$ cat config.mk
export PLATFORM = sky130hd
export DESIGN_NAME = sstf_disk_scheduler
export DESIGN_NICKNAME = d
export VERILOG_FILES = /design/src/sstf_pkg.sv /design/src/sstf_ctrl.sv /design/src/sstf_dpath.sv /design/src/sstf_disk_scheduler.sv
export SDC_FILE = /design/constraint.sdc
export NUM_CORES = 1
export LEC_CHECK = 0
export ABC_AREA = 1
export BUFFER_PORTS_ARGS = -buffer_cell sky130_fd_sc_hd__buf_2
export CORE_ASPECT_RATIO = 1.4
export CORE_MARGIN = 2
export CORE_UTILIZATION = 40
export CTS_CLUSTER_DIAMETER = 50
export DETAILED_ROUTE_END_ITERATION = 10
export GPL_TIMING_DRIVEN = 0
export PLACE_DENSITY = 0.61
export SYNTH_ARGS = -nofsm -noshare
export SYNTH_HDL_FRONTEND = slang
export SYNTH_SLANG_ARGS = --single-unit
$ cat constraint.sdc
create_clock -name clock -period 12 [get_ports clock]
set_input_delay 0.6 -clock clock [delete_from_list [all_inputs] [get_ports clock]]
set_output_delay 0.6 -clock clock [all_outputs]
set_load 0.02 [all_outputs]
$ cat src/sstf_pkg.sv
package sstf_pkg;

   localparam int TRACK_W = 16;
   localparam int SEEK_W  = 22;
   localparam int DELAY_W = 6;
   localparam int DSUM_W  = 11;
   localparam int DCNT_W  = 6;

   typedef struct packed {
      logic [TRACK_W-1:0] track;
      logic               last_request;
   } req_type;

   typedef struct packed {
      logic [TRACK_W-1:0] served_track;
      logic [TRACK_W-1:0] step_distance;
      logic [SEEK_W-1:0]  seek_total;
      logic [DELAY_W-1:0] longest_delay;
      logic [DSUM_W-1:0]  delay_sum;
      logic [DCNT_W-1:0]  delayed_count;
      logic               run_end;
   } rsp_type;

   typedef enum logic [2:0] {
      ST_LOAD,
      ST_HEAD,
      ST_SEL,
      ST_SERVE,
      ST_ORIG,
      ST_EMIT
   } sstf_state_type;

   // controller -> datapath
   typedef struct packed {
      logic load;       // write accepted item into the store
      logic sel_start;  // start nearest-request scan
      logic serve;      // commit best pick, start first-index scan
      logic emit_head;  // load head item into output register
      logic emit_step;  // load served item into output register
   } cmd_type;

   // datapath -> controller
   typedef struct packed {
      logic sel_done;
      logic orig_done;
      logic single;
      logic last_step;
      logic out_free;
   } stat_type;

endpackage

$ cat src/sstf_ctrl.sv
module sstf_ctrl import sstf_pkg::*; (
   input  logic     clock,
   input  logic     reset,
   input  logic     req_valid,
   input  req_type  req,
   input  stat_type stat,
   output logic     req_stall,
   output cmd_type  cmd
);

   sstf_state_type state_ff, state_in;

   always_ff @(posedge clock) begin
      if (reset) begin
         state_ff <= ST_LOAD;
      end else begin
         state_ff <= state_in;
      end
   end

   always_comb begin
      state_in = state_ff;
      unique case (state_ff)
         ST_LOAD: begin
            if (req_valid && req.last_request) state_in = ST_HEAD;
         end
         ST_HEAD: begin
            if (stat.out_free) state_in = stat.single ? ST_LOAD : ST_SEL;
         end
         ST_SEL: begin
            if (stat.sel_done) state_in = ST_SERVE;
         end
         ST_SERVE: begin
            state_in = ST_ORIG;
         end
         ST_ORIG: begin
            if (stat.orig_done) state_in = ST_EMIT;
         end
         ST_EMIT: begin
            if (stat.out_free) state_in = stat.last_step ? ST_LOAD : ST_SEL;
         end
         default: state_in = ST_LOAD;
      endcase
   end

   always_comb begin
      cmd       = '0;
      req_stall = 1'b1;
      unique case (state_ff)
         ST_LOAD: begin
            req_stall = 1'b0;
            cmd.load  = req_valid;
         end
         ST_HEAD: begin
            cmd.emit_head = stat.out_free;
            cmd.sel_start = stat.out_free && !stat.single;
         end
         ST_SEL: begin
         end
         ST_SERVE: begin
            cmd.serve = 1'b1;
         end
         ST_ORIG: begin
         end
         ST_EMIT: begin
            cmd.emit_step = stat.out_free;
            cmd.sel_start = stat.out_free && !stat.last_step;
         end
         default: begin
         end
      endcase
   end

endmodule

$ cat src/sstf_dpath.sv
module sstf_dpath import sstf_pkg::*; #(
   parameter int MAX_ENTRIES = 32
) (
   input  logic     clock,
   input  logic     reset,
   input  req_type  req,
   input  cmd_type  cmd,
   input  logic     rsp_stall,
   output stat_type stat,
   output logic     rsp_valid,
   output rsp_type  rsp
);

   localparam int CW = $clog2(MAX_ENTRIES + 1);
   localparam int IW = $clog2(MAX_ENTRIES);

   logic [TRACK_W-1:0] mem_ff [MAX_ENTRIES];
   logic [TRACK_W-1:0] rd_data_ff;

   logic [CW-1:0]          count_ff, count_in;
   logic [TRACK_W-1:0]     head_ff, head_in;
   logic [MAX_ENTRIES-1:0] served_ff, served_in;
   logic [IW-1:0]          step_ff, step_in;
   logic [SEEK_W-1:0]      seek_ff, seek_in;
   logic [DELAY_W-1:0]     longest_ff, longest_in;
   logic [DSUM_W-1:0]      dsum_ff, dsum_in;
   logic [DCNT_W-1:0]      dcnt_ff, dcnt_in;

   logic [IW-1:0]          addr_ff, addr_in;
   logic                   scan_ff, scan_in;
   logic                   orig_mode_ff, orig_mode_in;
   logic                   pend_ff, pend_in;
   logic [IW-1:0]          pend_idx_ff, pend_idx_in;

   logic                   found_ff, found_in;
   logic [IW-1:0]          best_idx_ff, best_idx_in;
   logic [TRACK_W-1:0]     best_d_ff, best_d_in;
   logic [TRACK_W-1:0]     best_trk_ff, best_trk_in;

   rsp_type                rsp_ff, rsp_in;
   logic                   rsp_valid_ff, rsp_valid_in;

   logic [CW-1:0]          last_idx;
   logic                   store_open;
   logic [TRACK_W-1:0]     gap;
   logic                   sel_hit;
   logic                   match;
   logic [IW-1:0]          dly;

   // store: one write port on load, one registered read port for the scans
   always_ff @(posedge clock) begin
      if (cmd.load && store_open) begin
         mem_ff[count_ff[IW-1:0]] <= req.track;
      end
      if (scan_ff) begin
         rd_data_ff <= mem_ff[addr_ff];
      end
   end

   always_comb begin
      last_idx   = count_ff - CW'(1);
      store_open = count_ff < CW'(MAX_ENTRIES);
      gap        = (rd_data_ff >= head_ff) ? rd_data_ff - head_ff : head_ff - rd_data_ff;
      sel_hit    = pend_ff && !orig_mode_ff && !served_ff[pend_idx_ff] &&
                   (!found_ff || gap < best_d_ff);
      match      = pend_ff && orig_mode_ff && (rd_data_ff == head_ff);
      dly        = step_ff - pend_idx_ff;

      stat.sel_done  = pend_ff && !orig_mode_ff && (CW'(pend_idx_ff) == last_idx);
      stat.orig_done = match;
      stat.single    = count_ff == CW'(1);
      stat.last_step = CW'(step_ff) == last_idx;
      stat.out_free  = !rsp_valid_ff || !rsp_stall;
   end

   always_comb begin
      count_in     = count_ff;
      head_in      = head_ff;
      served_in    = served_ff;
      step_in      = step_ff;
      seek_in      = seek_ff;
      longest_in   = longest_ff;
      dsum_in      = dsum_ff;
      dcnt_in      = dcnt_ff;
      addr_in      = addr_ff;
      scan_in      = scan_ff;
      orig_mode_in = orig_mode_ff;
      pend_in      = scan_ff;
      pend_idx_in  = addr_ff;
      found_in     = found_ff;
      best_idx_in  = best_idx_ff;
      best_d_in    = best_d_ff;
      best_trk_in  = best_trk_ff;
      rsp_in       = rsp_ff;
      rsp_valid_in = rsp_valid_ff && rsp_stall;

      if (cmd.load && store_open) begin
         count_in = count_ff + CW'(1);
         if (count_ff == '0) head_in = req.track;
      end

      // read issue: stop at the last held entry
      if (scan_ff) begin
         if (CW'(addr_ff) == last_idx) scan_in = 1'b0;
         else addr_in = addr_ff + IW'(1);
      end

      if (sel_hit) begin
         found_in    = 1'b1;
         best_idx_in = pend_idx_ff;
         best_d_in   = gap;
         best_trk_in = rd_data_ff;
      end

      // first loaded index holding the new head; drop reads still in flight
      if (match) begin
         scan_in = 1'b0;
         pend_in = 1'b0;
         if (step_ff > pend_idx_ff) begin
            dsum_in = dsum_ff + DSUM_W'(dly);
            dcnt_in = dcnt_ff + DCNT_W'(1);
            if (DELAY_W'(dly) > longest_ff) longest_in = DELAY_W'(dly);
         end
      end

      if (cmd.sel_start) begin
         scan_in      = 1'b1;
         addr_in      = IW'(1);
         orig_mode_in = 1'b0;
         found_in     = 1'b0;
      end

      if (cmd.serve) begin
         served_in[best_idx_ff] = 1'b1;
         seek_in      = seek_ff + SEEK_W'(best_d_ff);
         head_in      = best_trk_ff;
         scan_in      = 1'b1;
         addr_in      = '0;
         orig_mode_in = 1'b1;
      end

      if (cmd.emit_head) begin
         rsp_in.served_track  = head_ff;
         rsp_in.step_distance = '0;
         rsp_in.seek_total    = '0;
         rsp_in.longest_delay = '0;
         rsp_in.delay_sum     = '0;
         rsp_in.delayed_count = '0;
         rsp_in.run_end       = stat.single;
         rsp_valid_in         = 1'b1;
         step_in              = IW'(1);
      end

      if (cmd.emit_step) begin
         rsp_in.served_track  = head_ff;
         rsp_in.step_distance = best_d_ff;
         rsp_in.seek_total    = seek_ff;
         rsp_in.longest_delay = longest_ff;
         rsp_in.delay_sum     = dsum_ff;
         rsp_in.delayed_count = dcnt_ff;
         rsp_in.run_end       = stat.last_step;
         rsp_valid_in         = 1'b1;
         step_in              = step_ff + IW'(1);
      end

      // run finished: next item opens a new run
      if ((cmd.emit_head && stat.single) || (cmd.emit_step && stat.last_step)) begin
         count_in   = '0;
         served_in  = '0;
         seek_in    = '0;
         longest_in = '0;
         dsum_in    = '0;
         dcnt_in    = '0;
      end
   end

   always_ff @(posedge clock) begin
      if (reset) begin
         count_ff     <= '0;
         served_ff    <= '0;
         seek_ff      <= '0;
         longest_ff   <= '0;
         dsum_ff      <= '0;
         dcnt_ff      <= '0;
         scan_ff      <= 1'b0;
         pend_ff      <= 1'b0;
         found_ff     <= 1'b0;
         rsp_valid_ff <= 1'b0;
      end else begin
         count_ff     <= count_in;
         served_ff    <= served_in;
         seek_ff      <= seek_in;
         longest_ff   <= longest_in;
         dsum_ff      <= dsum_in;
         dcnt_ff      <= dcnt_in;
         scan_ff      <= scan_in;
         pend_ff      <= pend_in;
         found_ff     <= found_in;
         rsp_valid_ff <= rsp_valid_in;
      end
   end

   always_ff @(posedge clock) begin
      head_ff      <= head_in;
      step_ff      <= step_in;
      addr_ff      <= addr_in;
      orig_mode_ff <= orig_mode_in;
      pend_idx_ff  <= pend_idx_in;
      best_idx_ff  <= best_idx_in;
      best_d_ff    <= best_d_in;
      best_trk_ff  <= best_trk_in;
      rsp_ff       <= rsp_in;
   end

   assign rsp_valid = rsp_valid_ff;
   assign rsp       = rsp_ff;

endmodule

$ cat src/sstf_disk_scheduler.sv
// Loading: one item per cycle until the last item of a run closes the input.
// The head result then enters the output register once the output is free;
// each served track of an n-entry run then needs two passes of the store's
// single read port: one pass for the nearest pick, one for the first index.
// Reset (synchronous) clears the controller, run counters and statistics;
// the track store holds no reset value and is only read where written.
module sstf_disk_scheduler import sstf_pkg::*; #(
   parameter int MAX_ENTRIES = 32
) (
   input  logic    clock,
   input  logic    reset,
   input  logic    req_valid,
   output logic    req_stall,
   input  req_type req,
   output logic    rsp_valid,
   input  logic    rsp_stall,
   output rsp_type rsp
);

   cmd_type  cmd;
   stat_type stat;

   sstf_ctrl u_ctrl (
      .clock     (clock),
      .reset     (reset),
      .req_valid (req_valid),
      .req       (req),
      .stat      (stat),
      .req_stall (req_stall),
      .cmd       (cmd)
   );

   sstf_dpath #(
      .MAX_ENTRIES (MAX_ENTRIES)
   ) u_dpath (
      .clock     (clock),
      .reset     (reset),
      .req       (req),
      .cmd       (cmd),
      .rsp_stall (rsp_stall),
      .stat      (stat),
      .rsp_valid (rsp_valid),
      .rsp       (rsp)
   );

endmodule

==> reports/metrics.yaml <==
seq_area_frac_synth_pct: 65.4
cp-end-kind: "flip-flop"
cp_max_fo: 22
cts_sinks: 763
fmax_ghz: 0.207
crit_buf_inv: 6
tightest_slew_ps: 1190
clk_path_buf_depth: 3
finalSetupViolCount: 0
cp.required_ps: 12340
yosys_warnings: 0
clk_pin_slew_ps: 70
yosys-top-cells-count: "edfxtp_1 (663), nor2_1 (486), nand2_1 (439)"
rsz0062_at_grt: "false"
path_class: "reg -> reg"
synth_edf_count: 663
drt-wirelength-per-cell_um: 22.2
violations: "DRC"
fin_skew_ps: 24.3
cellPowerDensity_nw_per_um2: 222
drive_gt1_share_pct: 11.5
dp_cells: 4295
syn-mean-instance-area_um2: 10.9
regArea_um2: 21900
crit_family: "compound AO/OA/AOI/OAI gates"
hold_viol_final: 0
num_antenna_cells: 0
finalNetCount: 3405
ys.flop_type: "edfxtp_1"
slew_violations: 0
outcome: "finished, violations left"
vias_per_cell: 5.33
worst_path_max_delay_cell: "a21oi_4"
grt_max_degree: 34
ctsResizeCount: 0
multi_input_area_um2: 10200
crit_arrival_ps: 5170
min_period_ps: 4830
dpl.hpwl_um: 69000
drt_iter0_markers: 2116
n_fill_cell: 7615
cp_cell_sequence: "inv_1, ha_1, inv_1, fa_1, nand2_1, nand2_1, nand2_1, nand2_2, nand2_1, nand2_1, nand2_1, nand3_2, inv_2, buf_4, nand2_1, nand2_1, inv_1, ha_1, a21oi_1, o21ai_0, a21oi_1, nand2_1, a21oi_4, buf_16"
fp.dieH_um: 346
wl_um: 98700
port_buffers: 99
core_area_um2: 83000
grt_pass1_vias: 23500
initial_core_util_pct: 40.4
dieWidth_um: 249
yosys.cell_types.count: 51
gp_congestion: 1.11
ioPinCount: 101
grtUsageTotal_pct: 22.6
htreeDepth: 3
period_share_pct: 40.2
synth_top_area_share_pct: 59.4
syn_to_final_growth_pct: 14.9
route.detailed.drc: 15
startpoint_type: "flip-flop"
grt_pass1_wl_um: 145000
cts_tree: "yes"
async_reset_ff_share_pct: 0
crit_path_frequent_cell: "nand2_1"
holdBufCountCts: 0
fin_setup_tns_ps: 0
antenna_found_initial: 1
holdWs_ps: 192
yosys.cell_count.top_type: "edfxtp_1"
synth_cells: 3082
yosys-top-cells-area: "edfxtp_1 (59%), dfxtp_1 (6.0%), nor2_1 (5.4%)"
ys_ff_latch: 763
drtAntennaViolNets: 0
vias: 23600
drv_cap: 0
layoutNonFillerInstCount: 4436
synthesis.nets: 3193
slowest_delay_ps: 730
netlist_area_um2: 33500
final_area_um2: 38500
die_area_um2: 86100
synth_top_cell_by_area: "edfxtp_1"
clockRootBuffer: "clkbuf_16"
first_pass_iters: 8
clk_latency_ps: 650
place_area_um2: 36000
overflow: 0
post_cts_buffers: 0
p_leak_nw: 13.8
num_rows: 125
max_slew_margin_pct: 20.9
min_path_type: "in -> reg"
cts_buffers: 76
peakVddDrop_mv: 0.106
==> final cells by class <==
| type | instances | area share (%) |
|---|---|---|
| Multi-Input combinational cell | 1937 | 26.4 |
| Sequential cell | 763 | 56.9 |
| Timing Repair Buffer | 134 | 2.77 |
| Inverter | 243 | 2.38 |
| Clock inverter | 42 | 0.978 |
| Tap cell | 1079 | 3.51 |
| Clock buffer | 99 | 5.41 |
| Buffer | 139 | 1.64 |
==> path summary, 6_finish.rpt <==
check	end	from	slack, ps	depth (start not counted)
min reg2reg	u_dpath.pend_idx_ff[2]	u_dpath.addr_ff[2]	350	0
min	u_ctrl.state_ff[0]	reset	190	2
max reg2reg	u_dpath.best_trk_ff[12]	u_dpath.rd_data_ff[0]	7170	24
max	u_dpath.best_trk_ff[12]	u_dpath.rd_data_ff[0]	7170	24
==> through the flow <==
step	utilization (%)	setup slack, ps	total power [mW]
2_1_floorplan	-	6670	5.07
3_3_place_gp	42.6	4260	6.15
3_5_place_dp	43.4	7120	6.18
4_1_cts	46.4	7100	8.55
5_1_grt	46.4	6770	8.95
6_report	46.4	7170	8.54
==> placed cells by master, fill, tap and decap left out, types with 14 or more instances in the layout <==
cell type    n
nand3_1    122
clkinv_1    18
inv_2       14
ha_1        85
o22ai_1     82
nor2_2      38
o221ai_1    48
o21ai_0    308
o21ai_1     22
buf_2      128
buf_8       29
nand2_2     15
a21oi_1    133
nand2_1    439
dfxtp_1    100
edfxtp_1   663
clkbuf_16   80
clkbuf_1   112
inv_1      226
nor3_1      17
nand4_1     24
o211ai_1    26
xor2_1      41
nor2_1     454
==> layer usage <==
layer  vias to the layer above  wire (um)  global-route usage, %
met5                         -         13                      0
met4                         2       6330                   14.2
met3                       206       5950                   3.14
met2                       788      49900                   40.2
met1                     11400      36400                   25.5
li1                      11200          -                      -
==> report_power, final <==
part / internal [mW] / switching [mW] / leakage [nW]
logic: 0.815 / 2.12 / 5.80
registers: 3.13 / 0.104 / 6.82
clock network: 1.34 / 1.03 / 1.20
total: 5.29 / 3.26 / 13.8
==> state kept, by name, indices dropped and copies added, names as in the netlist, 5 cells and up <==
signal,count
u_dpath.best_idx_ff,5
u_dpath.served_ff,32
u_dpath.step_ff,5
u_dpath.addr_ff,5
u_dpath.best_d_ff,16
u_dpath.longest_ff,5
u_dpath.seek_ff,22
u_dpath.dcnt_ff,6
u_dpath.pend_idx_ff,5
u_dpath.count_ff,6
u_dpath.mem_ff,512
u_dpath.head_ff,16
u_dpath.rsp,77
u_dpath.dsum_ff,11
u_dpath.rd_data_ff,16
u_dpath.best_trk_ff,16
==> cells by family (layout without fill, tap and decap cells) <==
| kind of cell | count (synthesis) | in the layout | synth area share, % |
|---|---|---|---|
| adders and majority gates | 90 | 90 | 3.47 |
| DFF | 763 | 763 | 65.4 |
| AOI/OAI and AO/OA | 661 | 661 | 11.2 |
| buffers and inverters | 382 | 657 | 4.62 |
| and+or+nand+nor | 1138 | 1138 | 14.1 |
| other | 1 | 1 | 0.0112 |
| xor gates and xnor gates | 47 | 47 | 1.23 |
Power figures use the tool's default switching activity.
